File: config.mk
export PLATFORM = sky130hd
export DESIGN_NAME = keyed_record_table_flat
export DESIGN_NICKNAME = d
export VERILOG_FILES = /design/src/rtl/krt_pkg.sv /design/src/rtl/krt_if.sv /design/src/rtl/krt_front.sv /design/src/rtl/krt_back.sv /design/src/rtl/keyed_record_table.sv /design/src/flat_wrapper.sv
export VERILOG_INCLUDE_DIRS = /design/src /design/src/rtl
export SDC_FILE = /design/constraint.sdc
export NUM_CORES = 2
export LEC_CHECK = 0
export BUFFER_PORTS_ARGS = -buffer_cell sky130_fd_sc_hd__buf_2
export CAP_MARGIN = 20
export CORE_MARGIN = 2
export CORE_UTILIZATION = 45
export DETAILED_ROUTE_END_ITERATION = 8
export PLACE_DENSITY_LB_ADDON = 0.2
export SYNTH_ARGS = -nofsm -noshare
export SYNTH_HDL_FRONTEND = slang
export SYNTH_SLANG_ARGS = --single-unit
File: constraint.sdc
create_clock -name clk_i -period 7.3 [get_ports clk_i]
set_input_delay 1.095 -clock clk_i [delete_from_list [all_inputs] [get_ports clk_i]]
set_output_delay 1.095 -clock clk_i [all_outputs]
set_load 0.005 [all_outputs]
File: src/rtl/keyed_record_table_assert.svh
// assertion macros used by the table back end (krt_back)
`ifndef KEYED_RECORD_TABLE_ASSERT_SVH
`define KEYED_RECORD_TABLE_ASSERT_SVH

// property that must hold on every clock edge out of reset
`define KRT_ASSERT(label, prop) \
  label: assert property (@(posedge clk_i) disable iff (!rst_ni) (prop)) \
    else $error("assertion failed");

// implication whose consequent is checked in the cycle after the antecedent
`define KRT_ASSERT_NEXT(label, ante, cons) \
  label: assert property (@(posedge clk_i) disable iff (!rst_ni) (ante) |=> (cons)) \
    else $error("assertion failed");

`endif

File: src/rtl/krt_pkg.sv
`default_nettype none
package krt_pkg;
  typedef enum logic [2:0] {
    FUNC_INSERT = 3'd0,
    FUNC_LOOKUP = 3'd1,
    FUNC_SETQTY = 3'd2,
    FUNC_DELETE = 3'd3,
    FUNC_RANGE  = 3'd4,
    FUNC_LIST   = 3'd5
  } func_e;

  typedef enum logic [2:0] {
    ST_OK        = 3'd0,
    ST_NOT_FOUND = 3'd1,
    ST_FULL      = 3'd2,
    ST_DUP       = 3'd3,
    ST_EMPTY     = 3'd4,
    ST_INVALID   = 3'd5
  } status_e;

  localparam logic [13:0] KEY_MAX   = 14'd10000;
  localparam logic [23:0] PRICE_MAX = 24'd10000000;
  localparam logic [19:0] QTY_MAX   = 20'd1000000;

  // classified command passed from front to back
  typedef struct packed {
    logic [2:0]  func;
    logic        key_bad;
    logic        qty_bad;
    logic        price_bad;
    logic        range_bad;
    logic [13:0] key;
    logic [23:0] price;
    logic [19:0] qty;
    logic [23:0] lo;
    logic [23:0] hi;
  } cmd_t;

  typedef struct packed {
    logic [2:0]  status;
    logic [13:0] rec_key;
    logic [23:0] rec_price;
    logic [19:0] rec_quantity;
    logic        last;
  } res_t;

  typedef enum logic [2:0] {
    S_IDLE,
    S_SCAN,
    S_READ,
    S_EMIT,
    S_SHIFT,
    S_DONE
  } state_e;
endpackage
`default_nettype wire

File: src/rtl/krt_if.sv
`default_nettype none
interface krt_in_if;
  logic        valid;
  logic        ready;
  logic [2:0]  func;
  logic [13:0] key;
  logic [23:0] price_cents;
  logic [19:0] quantity;
  logic [23:0] price_low;
  logic [23:0] price_high;
  modport source (output valid, func, key, price_cents, quantity, price_low, price_high,
                  input ready);
  modport sink (input valid, func, key, price_cents, quantity, price_low, price_high,
                output ready);
endinterface

interface krt_out_if;
  logic        valid;
  logic        ready;
  logic [2:0]  status;
  logic [13:0] rec_key;
  logic [23:0] rec_price;
  logic [19:0] rec_quantity;
  logic        last;
  modport source (output valid, status, rec_key, rec_price, rec_quantity, last, input ready);
  modport sink (input valid, status, rec_key, rec_price, rec_quantity, last, output ready);
endinterface
`default_nettype wire

File: src/rtl/krt_front.sv
`default_nettype none
module krt_front (
  input  wire logic       clk_i,
  input  wire logic       rst_ni,
  krt_in_if.sink          in_if,
  output krt_pkg::cmd_t   cmd_o,
  output logic            cmd_valid_o,
  input  wire logic       cmd_ready_i
);
  // two-entry queue of classified commands
  krt_pkg::cmd_t q_q [2];
  logic [1:0] cnt_q, cnt_d;
  logic       rd_q, rd_d, wr_q, wr_d;
  krt_pkg::cmd_t c;
  logic push, pop;

  always_comb begin
    c.func      = in_if.func;
    c.key       = in_if.key;
    c.price     = in_if.price_cents;
    c.qty       = in_if.quantity;
    c.lo        = in_if.price_low;
    c.hi        = in_if.price_high;
    c.key_bad   = (in_if.key == 14'd0) || (in_if.key > krt_pkg::KEY_MAX);
    c.qty_bad   = in_if.quantity > krt_pkg::QTY_MAX;
    c.price_bad = in_if.price_cents > krt_pkg::PRICE_MAX;
    c.range_bad = (in_if.price_low > krt_pkg::PRICE_MAX) ||
                  (in_if.price_high > krt_pkg::PRICE_MAX) ||
                  (in_if.price_high < in_if.price_low);
  end

  assign in_if.ready = cnt_q != 2'd2;
  assign push = in_if.valid && in_if.ready;
  assign cmd_valid_o = cnt_q != 2'd0;
  assign pop = cmd_valid_o && cmd_ready_i;
  assign cmd_o = q_q[rd_q];

  always_comb begin
    cnt_d = cnt_q + 2'(push) - 2'(pop);
    rd_d  = rd_q ^ pop;
    wr_d  = wr_q ^ push;
  end

  always_ff @(posedge clk_i or negedge rst_ni) begin
    if (!rst_ni) begin
      cnt_q <= '0;
      rd_q  <= 1'b0;
      wr_q  <= 1'b0;
    end else begin
      cnt_q <= cnt_d;
      rd_q  <= rd_d;
      wr_q  <= wr_d;
    end
  end

  always_ff @(posedge clk_i) begin
    if (push) q_q[wr_q] <= c;
  end
endmodule
`default_nettype wire

File: src/rtl/krt_back.sv
`default_nettype none
`include "keyed_record_table_assert.svh"
module krt_back #(
  parameter int CAPACITY = 64
) (
  input  wire logic      clk_i,
  input  wire logic      rst_ni,
  input  krt_pkg::cmd_t  cmd_i,
  input  wire logic      cmd_valid_i,
  output logic           cmd_ready_o,
  krt_out_if.source      out_if
);
  localparam int AW = (CAPACITY > 1) ? $clog2(CAPACITY) : 1;
  localparam int CW = $clog2(CAPACITY + 1);
  localparam logic [CW-1:0] CAP = CW'(CAPACITY);

  logic [57:0] mem [CAPACITY];  // key, price, quantity
  logic [57:0] rdat_q;

  krt_pkg::state_e st_q, st_d;
  krt_pkg::cmd_t   cmd_q;
  logic [CW-1:0] cnt_q, cnt_d, idx_q, idx_d;
  logic          hit_q, hit_d;    // any range match seen in the first pass
  logic          found_q, found_d;  // second pass of a scan
  logic [CW-1:0] lastm_q, lastm_d;  // last matching entry of a scan

  logic [AW-1:0] raddr;
  logic          we;
  logic [AW-1:0] waddr;
  logic [57:0]   wdat;

  krt_pkg::res_t res_q, res_d;
  logic          ov_q, ov_d;
  logic          emit;
  krt_pkg::res_t emit_res;

  // read data fields
  logic [13:0] r_key;
  logic [23:0] r_price;
  logic [19:0] r_qty;
  assign r_key   = rdat_q[57:44];
  assign r_price = rdat_q[43:20];
  assign r_qty   = rdat_q[19:0];

  logic out_free;
  assign out_free = !ov_q || out_if.ready;
  // a new command waits until the back end is idle and the result register is free or draining
  assign cmd_ready_o = (st_q == krt_pkg::S_IDLE) && out_free;
  logic take;
  assign take = cmd_valid_i && cmd_ready_o;

  logic [CW-1:0] idx_n;
  assign idx_n = idx_q + CW'(1);
  logic more;
  assign more = idx_n < cnt_q;
  logic rmatch;
  assign rmatch = (cmd_q.func == krt_pkg::FUNC_LIST) ||
                  (r_price >= cmd_q.lo && r_price <= cmd_q.hi);

  // next state
  always_comb begin
    st_d = st_q;
    case (st_q)
      krt_pkg::S_IDLE: if (take) st_d = krt_pkg::S_SCAN;
      krt_pkg::S_SCAN: st_d = krt_pkg::S_READ;
      krt_pkg::S_READ: st_d = krt_pkg::S_EMIT;
      krt_pkg::S_EMIT: if (out_free || !emit) st_d = st_d_emit();
      krt_pkg::S_SHIFT: if (!more) st_d = krt_pkg::S_IDLE;
      krt_pkg::S_DONE: if (out_free) st_d = krt_pkg::S_IDLE;
      default: st_d = krt_pkg::S_IDLE;
    endcase
  end

  // decision made in the emit state once read data is here
  function automatic krt_pkg::state_e st_d_emit();
    krt_pkg::state_e s;
    s = krt_pkg::S_IDLE;
    case (cmd_q.func)
      krt_pkg::FUNC_INSERT: s = (r_key == cmd_q.key) ? krt_pkg::S_IDLE :
                                 (more ? krt_pkg::S_READ : krt_pkg::S_IDLE);
      krt_pkg::FUNC_LOOKUP, krt_pkg::FUNC_SETQTY:
        s = (r_key == cmd_q.key || !more) ? krt_pkg::S_IDLE : krt_pkg::S_READ;
      krt_pkg::FUNC_DELETE:
        s = (r_key == cmd_q.key) ? (more ? krt_pkg::S_SHIFT : krt_pkg::S_IDLE) :
            (more ? krt_pkg::S_READ : krt_pkg::S_IDLE);
      default: begin
        if (!found_q)
          s = (more || hit_q || rmatch) ? krt_pkg::S_READ : krt_pkg::S_IDLE;
        else
          s = (rmatch && idx_q == lastm_q) ? krt_pkg::S_IDLE : krt_pkg::S_READ;
      end
    endcase
    return s;
  endfunction

  // outputs and datapath
  always_comb begin
    cnt_d = cnt_q; idx_d = idx_q; hit_d = hit_q; found_d = found_q; lastm_d = lastm_q;
    raddr = idx_q[AW-1:0];
    we = 1'b0; waddr = idx_q[AW-1:0]; wdat = rdat_q;
    emit = 1'b0;
    emit_res = '0;
    case (st_q)
      krt_pkg::S_IDLE: begin
        idx_d = '0; hit_d = 1'b0; found_d = 1'b0;
      end
      krt_pkg::S_SCAN: ;
      krt_pkg::S_READ: ;
      krt_pkg::S_EMIT: begin
        case (cmd_q.func)
          krt_pkg::FUNC_INSERT: begin
            if (r_key == cmd_q.key) begin
              emit = 1'b1; emit_res.status = krt_pkg::ST_DUP;
            end else if (!more) begin
              emit = 1'b1;
              emit_res.rec_key = cmd_q.key; emit_res.rec_price = cmd_q.price;
              emit_res.rec_quantity = cmd_q.qty;
              we = out_free; waddr = cnt_q[AW-1:0];
              wdat = {cmd_q.key, cmd_q.price, cmd_q.qty};
              if (out_free) cnt_d = cnt_q + CW'(1);
            end
          end
          krt_pkg::FUNC_LOOKUP, krt_pkg::FUNC_SETQTY, krt_pkg::FUNC_DELETE: begin
            if (r_key == cmd_q.key) begin
              emit = 1'b1;
              emit_res.rec_key = r_key; emit_res.rec_price = r_price;
              emit_res.rec_quantity = r_qty;
              if (cmd_q.func == krt_pkg::FUNC_SETQTY) begin
                emit_res.rec_quantity = cmd_q.qty;
                we = out_free; wdat = {r_key, r_price, cmd_q.qty};
              end
              if (cmd_q.func == krt_pkg::FUNC_DELETE && out_free) begin
                cnt_d = cnt_q - CW'(1);
                raddr = idx_n[AW-1:0];
              end
            end else if (!more) begin
              emit = 1'b1; emit_res.status = krt_pkg::ST_NOT_FOUND;
            end
          end
          default: begin
            if (!found_q) begin
              // first pass finds the last matching entry
              if (rmatch) begin
                hit_d = 1'b1; lastm_d = idx_q;
              end
              if (!more) begin
                if (!hit_q && !rmatch) begin
                  emit = 1'b1; emit_res.status = krt_pkg::ST_NOT_FOUND;
                end else begin
                  found_d = 1'b1; idx_d = '0; raddr = '0;
                end
              end
            end else if (rmatch) begin
              emit = 1'b1;
              emit_res.rec_key = r_key; emit_res.rec_price = r_price;
              emit_res.rec_quantity = r_qty;
              emit_res.last = (idx_q == lastm_q);
            end
          end
        endcase
        if (emit_res.status != krt_pkg::ST_OK ||
            cmd_q.func != krt_pkg::FUNC_RANGE && cmd_q.func != krt_pkg::FUNC_LIST)
          emit_res.last = 1'b1;
        // the hole of a delete stays in idx_q for the shift
        if ((out_free || !emit) && more &&
            !(cmd_q.func == krt_pkg::FUNC_DELETE && r_key == cmd_q.key)) begin
          idx_d = idx_n;
          raddr = idx_n[AW-1:0];
        end
      end
      krt_pkg::S_SHIFT: begin
        // idx_q is the hole, rdat_q holds entry idx_q+1
        we = 1'b1; waddr = idx_q[AW-1:0]; wdat = rdat_q;
        idx_d = idx_n;
        raddr = CW'(idx_n + CW'(1)) < CAP ? AW'(idx_n + CW'(1)) : '0;
      end
      krt_pkg::S_DONE: begin
        emit = 1'b1;
        emit_res = res_q;
      end
      default: ;
    endcase
  end

  // early status for commands that need no scan
  krt_pkg::res_t early;
  logic          early_v;
  always_comb begin
    early = '0; early.last = 1'b1; early_v = 1'b1;
    case (cmd_i.func)
      krt_pkg::FUNC_INSERT:
        if (cnt_q >= CAP) early.status = krt_pkg::ST_FULL;
        else if (cmd_i.key_bad || cmd_i.price_bad || cmd_i.qty_bad)
          early.status = krt_pkg::ST_INVALID;
        else if (cnt_q == '0) early_v = 1'b0;
        else early_v = 1'b0;
      krt_pkg::FUNC_LOOKUP, krt_pkg::FUNC_DELETE:
        if (cnt_q == '0) early.status = krt_pkg::ST_EMPTY;
        else if (cmd_i.key_bad) early.status = krt_pkg::ST_INVALID;
        else early_v = 1'b0;
      krt_pkg::FUNC_SETQTY:
        if (cnt_q == '0) early.status = krt_pkg::ST_EMPTY;
        else if (cmd_i.key_bad || cmd_i.qty_bad) early.status = krt_pkg::ST_INVALID;
        else early_v = 1'b0;
      krt_pkg::FUNC_RANGE:
        if (cnt_q == '0) early.status = krt_pkg::ST_EMPTY;
        else if (cmd_i.range_bad) early.status = krt_pkg::ST_INVALID;
        else early_v = 1'b0;
      krt_pkg::FUNC_LIST:
        if (cnt_q == '0) early.status = krt_pkg::ST_EMPTY;
        else early_v = 1'b0;
      default: early.status = krt_pkg::ST_INVALID;
    endcase
  end

  logic ins_empty;
  assign ins_empty = (cmd_i.func == krt_pkg::FUNC_INSERT) && !early_v && (cnt_q == '0);

  always_comb begin
    res_d = res_q;
    ov_d  = ov_q && !out_if.ready;
    if (emit && out_free && st_q != krt_pkg::S_DONE) begin
      res_d = emit_res; ov_d = 1'b1;
    end
    if (st_q == krt_pkg::S_DONE && out_free) ov_d = 1'b1;
  end

  assign out_if.valid        = ov_q;
  assign out_if.status       = res_q.status;
  assign out_if.rec_key      = res_q.rec_key;
  assign out_if.rec_price    = res_q.rec_price;
  assign out_if.rec_quantity = res_q.rec_quantity;
  assign out_if.last         = res_q.last;

  krt_pkg::state_e st_nx;
  always_comb begin
    st_nx = st_d;
    if (take && (early_v || ins_empty))
      st_nx = krt_pkg::S_DONE;
  end

  always_ff @(posedge clk_i or negedge rst_ni) begin
    if (!rst_ni) begin
      st_q <= krt_pkg::S_IDLE;
      cnt_q <= '0;
      idx_q <= '0;
      hit_q <= 1'b0;
      found_q <= 1'b0;
      lastm_q <= '0;
      ov_q <= 1'b0;
    end else begin
      st_q <= st_nx;
      cnt_q <= (take && ins_empty) ? CW'(1) : cnt_d;
      idx_q <= idx_d;
      hit_q <= hit_d;
      found_q <= found_d;
      lastm_q <= lastm_d;
      ov_q <= ov_d;
    end
  end

  always_ff @(posedge clk_i) begin
    if (take) begin
      cmd_q <= cmd_i;
      if (ins_empty) begin
        res_q <= '{status: krt_pkg::ST_OK, rec_key: cmd_i.key, rec_price: cmd_i.price,
                   rec_quantity: cmd_i.qty, last: 1'b1};
      end else begin
        res_q <= early;
      end
    end else begin
      res_q <= res_d;
    end
    if (take && ins_empty)
      mem[0] <= {cmd_i.key, cmd_i.price, cmd_i.qty};
    else if (we)
      mem[waddr] <= wdat;
    rdat_q <= mem[raddr];
  end

  `KRT_ASSERT(a_cnt_cap, cnt_q <= CAP)
  `KRT_ASSERT(a_idx_range, st_q == krt_pkg::S_IDLE || idx_q < CAP)
  `KRT_ASSERT_NEXT(a_hold, ov_q && !out_if.ready, ov_q && $stable(res_q))
endmodule
`default_nettype wire

File: src/rtl/keyed_record_table.sv
// channel | dir | fields
// in_if   | in  | func, key, price_cents, quantity, price_low, price_high
// out_if  | out | status, rec_key, rec_price, rec_quantity, last
// rejected or trivial items need no memory search; key searches read one entry at a time
// through the record memory, which has one read port and one write port
// range scan and list all take two passes over the entries and can stall on the output
// delete moves each later entry down by one; a scan gives up to entry_count results
// reset clears the entry count and control state only; no clearing pass over the memory
// a two-deep command queue lets the input side run while the back end stalls
`default_nettype none
module keyed_record_table #(
  parameter int CAPACITY = 64
) (
  input wire logic clk_i,
  input wire logic rst_ni,
  krt_in_if.sink    in_if,
  krt_out_if.source out_if
);
  krt_pkg::cmd_t cmd;
  logic          cmd_valid, cmd_ready;

  krt_front u_front (
    .clk_i, .rst_ni, .in_if,
    .cmd_o(cmd), .cmd_valid_o(cmd_valid), .cmd_ready_i(cmd_ready)
  );

  krt_back #(.CAPACITY(CAPACITY)) u_back (
    .clk_i, .rst_ni,
    .cmd_i(cmd), .cmd_valid_i(cmd_valid), .cmd_ready_o(cmd_ready),
    .out_if
  );
endmodule
`default_nettype wire

File: src/flat_wrapper.sv
// flat-port wrapper written by rule: the top's interface ports become plain ports
module keyed_record_table_flat 
#(
  parameter int CAPACITY = 64
)
  (clk_i, rst_ni, in_if_valid, in_if_func, in_if_key, in_if_price_cents, in_if_quantity, in_if_price_low, in_if_price_high, in_if_ready, out_if_valid, out_if_status, out_if_rec_key, out_if_rec_price, out_if_rec_quantity, out_if_last, out_if_ready);
  krt_in_if in_if_i ();
  krt_out_if out_if_i ();
  input wire logic clk_i;
  input wire logic rst_ni;
  input wire logic [$bits(in_if_i.valid)-1:0] in_if_valid;
  input wire logic [$bits(in_if_i.func)-1:0] in_if_func;
  input wire logic [$bits(in_if_i.key)-1:0] in_if_key;
  input wire logic [$bits(in_if_i.price_cents)-1:0] in_if_price_cents;
  input wire logic [$bits(in_if_i.quantity)-1:0] in_if_quantity;
  input wire logic [$bits(in_if_i.price_low)-1:0] in_if_price_low;
  input wire logic [$bits(in_if_i.price_high)-1:0] in_if_price_high;
  output wire logic [$bits(in_if_i.ready)-1:0] in_if_ready;
  output wire logic [$bits(out_if_i.valid)-1:0] out_if_valid;
  output wire logic [$bits(out_if_i.status)-1:0] out_if_status;
  output wire logic [$bits(out_if_i.rec_key)-1:0] out_if_rec_key;
  output wire logic [$bits(out_if_i.rec_price)-1:0] out_if_rec_price;
  output wire logic [$bits(out_if_i.rec_quantity)-1:0] out_if_rec_quantity;
  output wire logic [$bits(out_if_i.last)-1:0] out_if_last;
  input wire logic [$bits(out_if_i.ready)-1:0] out_if_ready;
  assign in_if_i.valid = in_if_valid;
  assign in_if_i.func = in_if_func;
  assign in_if_i.key = in_if_key;
  assign in_if_i.price_cents = in_if_price_cents;
  assign in_if_i.quantity = in_if_quantity;
  assign in_if_i.price_low = in_if_price_low;
  assign in_if_i.price_high = in_if_price_high;
  assign in_if_ready = in_if_i.ready;
  assign out_if_valid = out_if_i.valid;
  assign out_if_status = out_if_i.status;
  assign out_if_rec_key = out_if_i.rec_key;
  assign out_if_rec_price = out_if_i.rec_price;
  assign out_if_rec_quantity = out_if_i.rec_quantity;
  assign out_if_last = out_if_i.last;
  assign out_if_i.ready = out_if_ready;
  keyed_record_table #(.CAPACITY(CAPACITY)) u_core (.clk_i(clk_i), .rst_ni(rst_ni), .in_if(in_if_i), .out_if(out_if_i));
endmodule
After elaboration in Yosys (flattened, before gate mapping)
Memories as Yosys holds them, arrays and structs flattened. A register that Yosys moved wholly into a read port is not among the register bits.
Cells that the tools add are included.
{"block": "op_classes", "n_addsub": 6, "multipliers": 0, "div_mod_pow": 0, "order_cmp": 11, "eq_ne": 37, "n_shift": 0, "n_mux": 124, "bitwise": 4, "reduce_logical": 67}
{"op": "$mux 58", "count": 7}
{"op": "$mux 62", "count": 3}
{"op": "$pmux 62 s2", "count": 1}
{"op": "$pmux 61 s2", "count": 1}
{"op": "$mux 59", "count": 2}
{"op": "$pmux 58 s2", "count": 1}
{"op": "$mux 7", "count": 12}
{"op": "$gt 24x24->1 const B", "count": 3}
{"op": "$mux 6", "count": 12}
{"op": "$mux 61", "count": 1}
{"op": "$mux 20", "count": 3}
{"op": "$reduce_or 58->1", "count": 1}
{"op": "$mux 3", "count": 18}
{"op": "$mux 1", "count": 44}
{"op": "$ne 3x3->1 const B", "count": 14}
{"op": "$ge 24x24->1", "count": 1}
{"op": "$le 24x24->1", "count": 1}
{"op": "$lt 24x24->1", "count": 1}
{"op": "$pmux 6 s2", "count": 2}
{"op": "$add 7x1->7 const B", "count": 3}
{"op": "$pmux 7 s3", "count": 1}
{"op": "$gt 20x20->1 const B", "count": 1}
{"op": "$logic_and 1x1->1", "count": 19}
{"op": "$eq 3x2->1 const B", "count": 6}
{"op": "other kinds (36)", "count": 91}
{"block": "word_totals", "ff_bits": 202, "latch_bits": 0, "ramBits": 3938, "mem_bits_ro": 0, "word_cells": 272, "memories": 2}
{"memory": "u_core.u_back.mem", "words": 64, "width": 58, "read_ports": 1, "rd_clocked_by_memory_dff": 1, "wr": 1, "line": "krt_back.sv:17", "source": "logic [57:0] mem [CAPACITY];"}
{"memory": "u_core.u_front.q_q", "words": 2, "width": 113, "read_ports": 1, "rd_clocked_by_memory_dff": 0, "wr": 1, "line": "krt_front.sv:11", "source": "krt_pkg::cmd_t q_q [2];"}

Logic depth before layout (Yosys ltp)
{"block": "depth", "ltp_word": 16, "ltp_mapped": 24}

By module
Synthesis repeated with hierarchy kept, for this count alone.
{"block": "hier_totals", "cells_unflattened": 7534, "hier_area_um2": 162624.7}
{"module": "krt_back", "n_inst": 1, "cells_each": 7015, "area_per_inst_um2": 153333.3, "seq_area_each_um2": 118438.6}
{"module": "krt_front", "n_inst": 1, "cells_each": 519, "area_per_inst_um2": 9291.4, "seq_area_each_um2": 6886.6}

Least setup slack after synthesis
Ideal clock, no wire load.
{"block": "synth_path", "path_type": "reg-to-reg", "startpoint": "register u_core.u_back.idx_q[1]", "endpoint": "register u_core.u_back.res_q, in the netlist u_core.u_back.out_if.last (enable)", "t_arrival_ps": 7049, "required_time_ps": 6732, "path_slack_ps": -316, "path_stages_with_launch": 14, "n_path_buf": 1, "period_less_slack_ps": 7616, "path_cell_list": "dfrtp_1 > ha_1 > nand3_1 > nor2_1 > xnor2_1 > inv_1 > ha_1 > a21o_1 > a31oi_1 > clkbuf_1 > o41ai_1 > a21o_1 > nand2_1 > o21ai_0"}
{"block": "synth_between", "elab_chain_len": 11, "word_cells_on_any_way": 13, "cone_classes": "add/sub (1); order compare (1); mux (7); reduce/logical (4)"}
{"item": "start, declared", "line": "krt_back.sv:22", "source": "logic [CW-1:0] cnt_q, cnt_d, idx_q, idx_d;"}
{"item": "start signal, assigned", "line": "krt_back.sv:254", "source": "idx_q <= idx_d;"}
{"item": "$add 7x1->7 (*)", "line": "krt_back.sv:53", "source": "assign idx_n = idx_q + CW'(1);"}
{"item": "$lt 7x7->1 (*)", "line": "krt_back.sv:55", "source": "assign more = idx_n < cnt_q;"}
{"item": "$mux 1, on equally long branches", "line": "krt_back.sv:146, krt_back.sv:114, krt_back.sv:136"}
{"item": "$mux 1, on equally long branches", "line": "krt_back.sv:141, krt_back.sv:112"}
{"item": "$mux 1 (*)"}
{"item": "$mux 1 (*)", "line": "krt_back.sv:103", "source": "case (st_q)"}
{"item": "$pmux 1 s2 (*)", "line": "krt_back.sv:103"}
{"item": "$logic_and 1x1->1 (*) (2 in series)", "line": "krt_back.sv:222", "source": "if (emit && out_free && st_q != krt_pkg::S_DONE) begin"}
{"item": "$reduce_bool 2->1 (no source line) (*)"}
{"item": "$reduce_and 2->1 (no source line) (*)"}
{"item": "end signal, assigned", "line": "krt_back.sv:266", "source": "res_q <= '{status: krt_pkg::ST_OK, rec_key: cmd_i.key, rec_price: cmd_i.price,"}
{"item": "end signal, assigned", "line": "krt_back.sv:269", "source": "res_q <= early;"}
{"item": "end signal, assigned", "line": "krt_back.sv:272", "source": "res_q <= res_d;"}
{"item": "end, declared", "line": "krt_back.sv:32", "source": "krt_pkg::res_t res_q, res_d;"}
Mark *: on every way between the ends. The rest lies on a longest branch, timed or not. The select of a mux whose other input is x is not followed.
A chain may end at the register's enable or synchronous reset.

Final worst setup path
{"block": "layout_path", "startpoint": "register u_core.u_back.rdat_q[37] (read register of u_core.u_back.mem)", "endpoint": "register u_core.u_back.rdat_q[37] (read register of u_core.u_back.mem)"}
{"block": "layout_between", "elab_chain_len": 16, "word_cells_on_any_way": 22, "cone_classes": "order compare (2); mux (12); reduce/logical (8)"}
{"item": "start, declared", "line": "krt_back.sv:18", "source": "logic [57:0] rdat_q;"}
{"item": "$ge 24x24->1 / $le 24x24->1 (equally long branches)", "line": "krt_back.sv:58", "source": "(r_price >= cmd_q.lo && r_price <= cmd_q.hi);"}
{"item": "$logic_and 1x1->1 (*)", "line": "krt_back.sv:58"}
{"item": "$logic_or 1x1->1 (*)", "line": "krt_back.sv:57", "source": "assign rmatch = (cmd_q.func == krt_pkg::FUNC_LIST) ||"}
{"item": "$logic_not 1->1", "line": "krt_back.sv:147", "source": "if (!hit_q && !rmatch) begin"}
{"item": "$logic_and 1x1->1", "line": "krt_back.sv:147"}
{"item": "$mux 1", "line": "krt_back.sv:147"}
{"item": "$mux 1", "line": "krt_back.sv:146", "source": "if (!more) begin"}
{"item": "$mux 1", "line": "krt_back.sv:141", "source": "if (!found_q) begin"}
{"item": "$mux 1"}
{"item": "$mux 1", "line": "krt_back.sv:103"}
{"item": "$logic_not 1->1", "line": "krt_back.sv:165", "source": "if ((out_free || !emit) && more &&"}
{"item": "$logic_or 1x1->1", "line": "krt_back.sv:165"}
{"item": "$logic_and 1x1->1 (2 in series)", "line": "krt_back.sv:165"}
{"item": "$mux 6 (*)", "line": "krt_back.sv:165"}
{"item": "$pmux 6 s2 (*)", "line": "krt_back.sv:103"}
Marks and branches as above.

==> metrics.yaml <==
yosys:
  ys_seq_area_share_pct: 75.8
  ys_warn_count: 0
  synthTopCellsByArea: "edfxtp_1 75%, nand2_1 6.1%, mux2i_1 2.7%, nand3_1 2.3%, a21oi_1 1.2%"
  synth_xor_area_share_pct: 0.201
  async_flop_share_pct: 0.738
  synth_compound_area_share_pct: 6.29
  synth_top_area_share_pct: 74.6
  synth.distinct_cells: 95
  synth_common_cells: "4109 x edfxtp_1, 2677 x nand2_1, 775 x nand3_1, 438 x mux2i_1, 391 x a21oi_1"
  synth-edff-count: 4109
  yosys.area.top_type: "edfxtp_1"
  yosys.area_share.simple_pct: 10.7
  synthAdderAreaFrac_pct: 0.686
  synthCells: 11300
  synth_nets: 11500
  synth.most_common_cell: "edfxtp_1"
  synth_ff_type: "edfxtp_1"
  synth_top_family_by_area: "simple AND/OR/NAND/NOR gates"
  syn_avg_cell_area_um2: 14.6
  ys_ff_latch: 4198
  synthMuxAreaShare_pct: 4.06
  netlist_area_um2: 165000
place:
  port_buffers: 176
  placed_cells: 16200
  gp_congestion: 0.894
  dpl.hpwl_um: 327000
drt:
  viasPerCell: 6.29
  vias: 107000
  dr.pass1.iters: 8
  wl_per_cell_um: 33.7
  final_antenna_net_count: 0
  drtIter0Drc: 16600
  drt-total-wl_um: 571000
  drc: 0
power:
  p_leak_nw: 57.2
  powerDensity_nw_per_um2: 256
  ir_drop_v: 0.000201
  switching_share_pct: 20.1
  internal-power_mw: 39.1
  pwr-share-clk_pct: 44.6
  power.total_mw: 48.9
  combinationalPowerShare_pct: 1.2
  seqPwrFrac_pct: 54.2
  power.switching_mw: 9.82
clocking:
  ctsHoldBuffers: 0
  post_cts_buffers: 0
  cts.repair.resized: 0
  clk_latency_ns: 0.99
  htree_levels: 5
  cts_tree: "done"
  clock-sinks: 4198
  clock_path_buffers: 4
  cts-root-buf: "clkbuf_16"
  cts_made_buffers: 429
  path_clk_slew_ns: 0.06
final_layout:
  layout-drive-gt1-share_pct: 13.5
  fin_util_pct: 52.2
  nFillCells: 29700
  area_growth_syn_to_layout_pct: 15.4
  final_cells: 17000
  finalNetCount: 12000
worst_setup_path:
  r2r_cells: 15
  critPathMaxFanout: 68
  r2r_slack_ns: 0.51
  startpoint_type: "flip-flop"
  cp_data_arrival_time_ns: 7.69
  worstSetupPathType: "reg -> reg"
  reg2reg_to: "u_core.u_back.rdat_q[37]$_DFF_P_"
  end_kind: "flip-flop"
  r2r_start: "u_core.u_back.rdat_q[37]$_DFF_P_"
  worstPathRequired_ns: 8.20
floorplan:
  die_x_um: 610
  fp.dieH_um: 610
  boundaryPins: 177
  num_rows: 222
  start_util_pct: 45.2
  dieArea_um2: 372000
  core_um2: 366000
sta:
  finClkSkew_ns: 0.0663
  fin_tns_setup_ns: 0
  period_share_pct: 93.0
  setup_violations: 0
  max_freq_mhz: 147
  maxSlewHeadroom_pct: 15.9
  hold_viol_final: 0
  rsz0062_at_grt: "false"
  drv_slew: 0
  min_period_ns: 6.79
  tightest_slew_ns: 1.26
status:
  status: "complete, no violations"
global_routing:
  gr-total-overflow: 0
  grt_max_degree: 95
  grt_pass1_wl_um: 788000
  grt_pass1_vias: 101000
  antenna_found_initial: 38
  track_usage_pct: 30.1
flow_run:
  cap_violations: 0
hold_path:
  hp-class: "in -> async"
-- worst max path at each step --
stage,startpoint,endpoint,slack (ns),cells past startpoint
3_5_place_dp,u_core.u_back.rdat_q[37]$_DFF_P_,u_core.u_back.rdat_q[36]$_DFF_P_,0.74,14
4_1_cts,u_core.u_back.rdat_q[37]$_DFF_P_,u_core.u_back.rdat_q[36]$_DFF_P_,0.73,14
2_1_floorplan,u_core.u_back.idx_q[1]$_DFFE_PN0P_,u_core.u_back.mem[10][0]$_DFFE_PP_,0.62,16
5_1_grt,u_core.u_back.rdat_q[37]$_DFF_P_,u_core.u_back.rdat_q[37]$_DFF_P_,0.43,15
6_report,u_core.u_back.rdat_q[37]$_DFF_P_,u_core.u_back.rdat_q[37]$_DFF_P_,0.51,15
3_3_place_gp,u_core.u_back.rdat_q[37]$_DFF_P_,u_core.u_back.rdat_q[37]$_DFF_P_,0.78,15
-- worst max-delay path, cell delays in order, from the launching register on --
cell,delay (ns)
dfxtp_1,1.02
ha_1,0.29
nand4_1,0.20
nor4_1,0.89
and3_4,0.38
o41ai_4,0.12
o21ai_1,0.49
o21a_4,0.74
and2_4,0.54
buf_12,0.32
buf_4,0.36
nand2_1,0.09
a31oi_1,0.18
o22ai_1,0.10
nor3_1,0.50
and3_1,0.23
-- kinds of logic after synthesis --
family,count (synthesis)
flip-flops,4198
AND/OR/NAND/NOR,4089
AO/OA/AOI/OAI,1500
buffers and inverters,850
multiplexers,570
adder cells (fa/ha/maj),90
XOR/XNOR,38
-- flip-flops by register name, summed over array words and instances, names as in the netlist, 2 cells and up --
signal                             count
u_core.u_back.mem                   3712
u_core.u_back.cnt_q                    7
u_core.u_back.out_if.rec_quantity     20
u_core.u_front.q_q                   226
u_core.u_back.cmd_q                  109
u_core.u_back.rdat_q                  58
u_core.u_back.out_if.rec_price        24
u_core.u_back.st_q                     3
u_core.u_front.cnt_q                   2
u_core.u_back.lastm_q                  7
u_core.u_back.out_if.status            3
u_core.u_back.out_if.rec_key          14
u_core.u_back.idx_q                    7
-- placed cells by master, fill, tap and decap left out, types with 44 or more instances in the layout --
master,n
edfxtp_1,4109
nand2_1,2672
nand3_1,773
mux2i_1,438
clkbuf_16,434
buf_4,340
a21oi_1,332
and3_1,237
a31oi_1,222
a32oi_1,197
buf_12,185
buf_2,176
a211oi_1,161
inv_1,155
nand4_1,112
clkbuf_1,93
o22ai_1,90
ha_1,87
clkinv_1,86
clkinv_2,85
o211ai_1,78
mux4_2,75
nor2_4,69
a21oi_4,59
dfxtp_1,58
mux2_2,57
nor2_1,50
o21ai_0,45
nor3_1,45
a221oi_1,44
-- power groups by stage --
stage          clock [mW]  sequential, mW  combinational, mW
2_1_floorplan           0            27.0              0.301
3_3_place_gp            0            27.0              0.570
6_report             21.8            26.5              0.590
4_1_cts              22.0            26.5              0.592
3_5_place_dp            0            27.0              0.590
5_1_grt              22.9            26.5              0.636
-- final cells by class --
cell class / instances / area (um^2) / share of cell area [%]
multi-input cells: 6287 / 37800 / 19.8
repair buffers: 701 / 7140 / 3.74
clock inverters: 249 / 2460 / 1.29
clock buffers: 546 / 11500 / 6.01
diodes: 10 / 25.0 / 0.0131
flip-flops and latches: 4198 / 125000 / 65.7
well taps: 4816 / 6030 / 3.16
inverters: 157 / 594 / 0.311
-- metal layers --
layer	wire [um]	track usage [%]	part of all wire (%)	vias to the layer above
met5	76	0	0.013	-
met4	34000	15.3	5.9	10
met3	60900	5.55	11	1257
met2	257000	46.1	45	6782
met1	220000	41.3	38	54700
li1	-	-	-	44000
-- metrics by stage --
stage	worst slack, ns	area, um^2	hold slack, ns
5_1_grt	0.433	191000	0.255
6_report	0.513	191000	0.227
3_3_place_gp	0.777	177000	0.494
3_5_place_dp	0.735	177000	0.500
2_1_floorplan	0.622	165000	0.469
4_1_cts	0.727	191000	0.198
(Power assumes the default switching activity.)
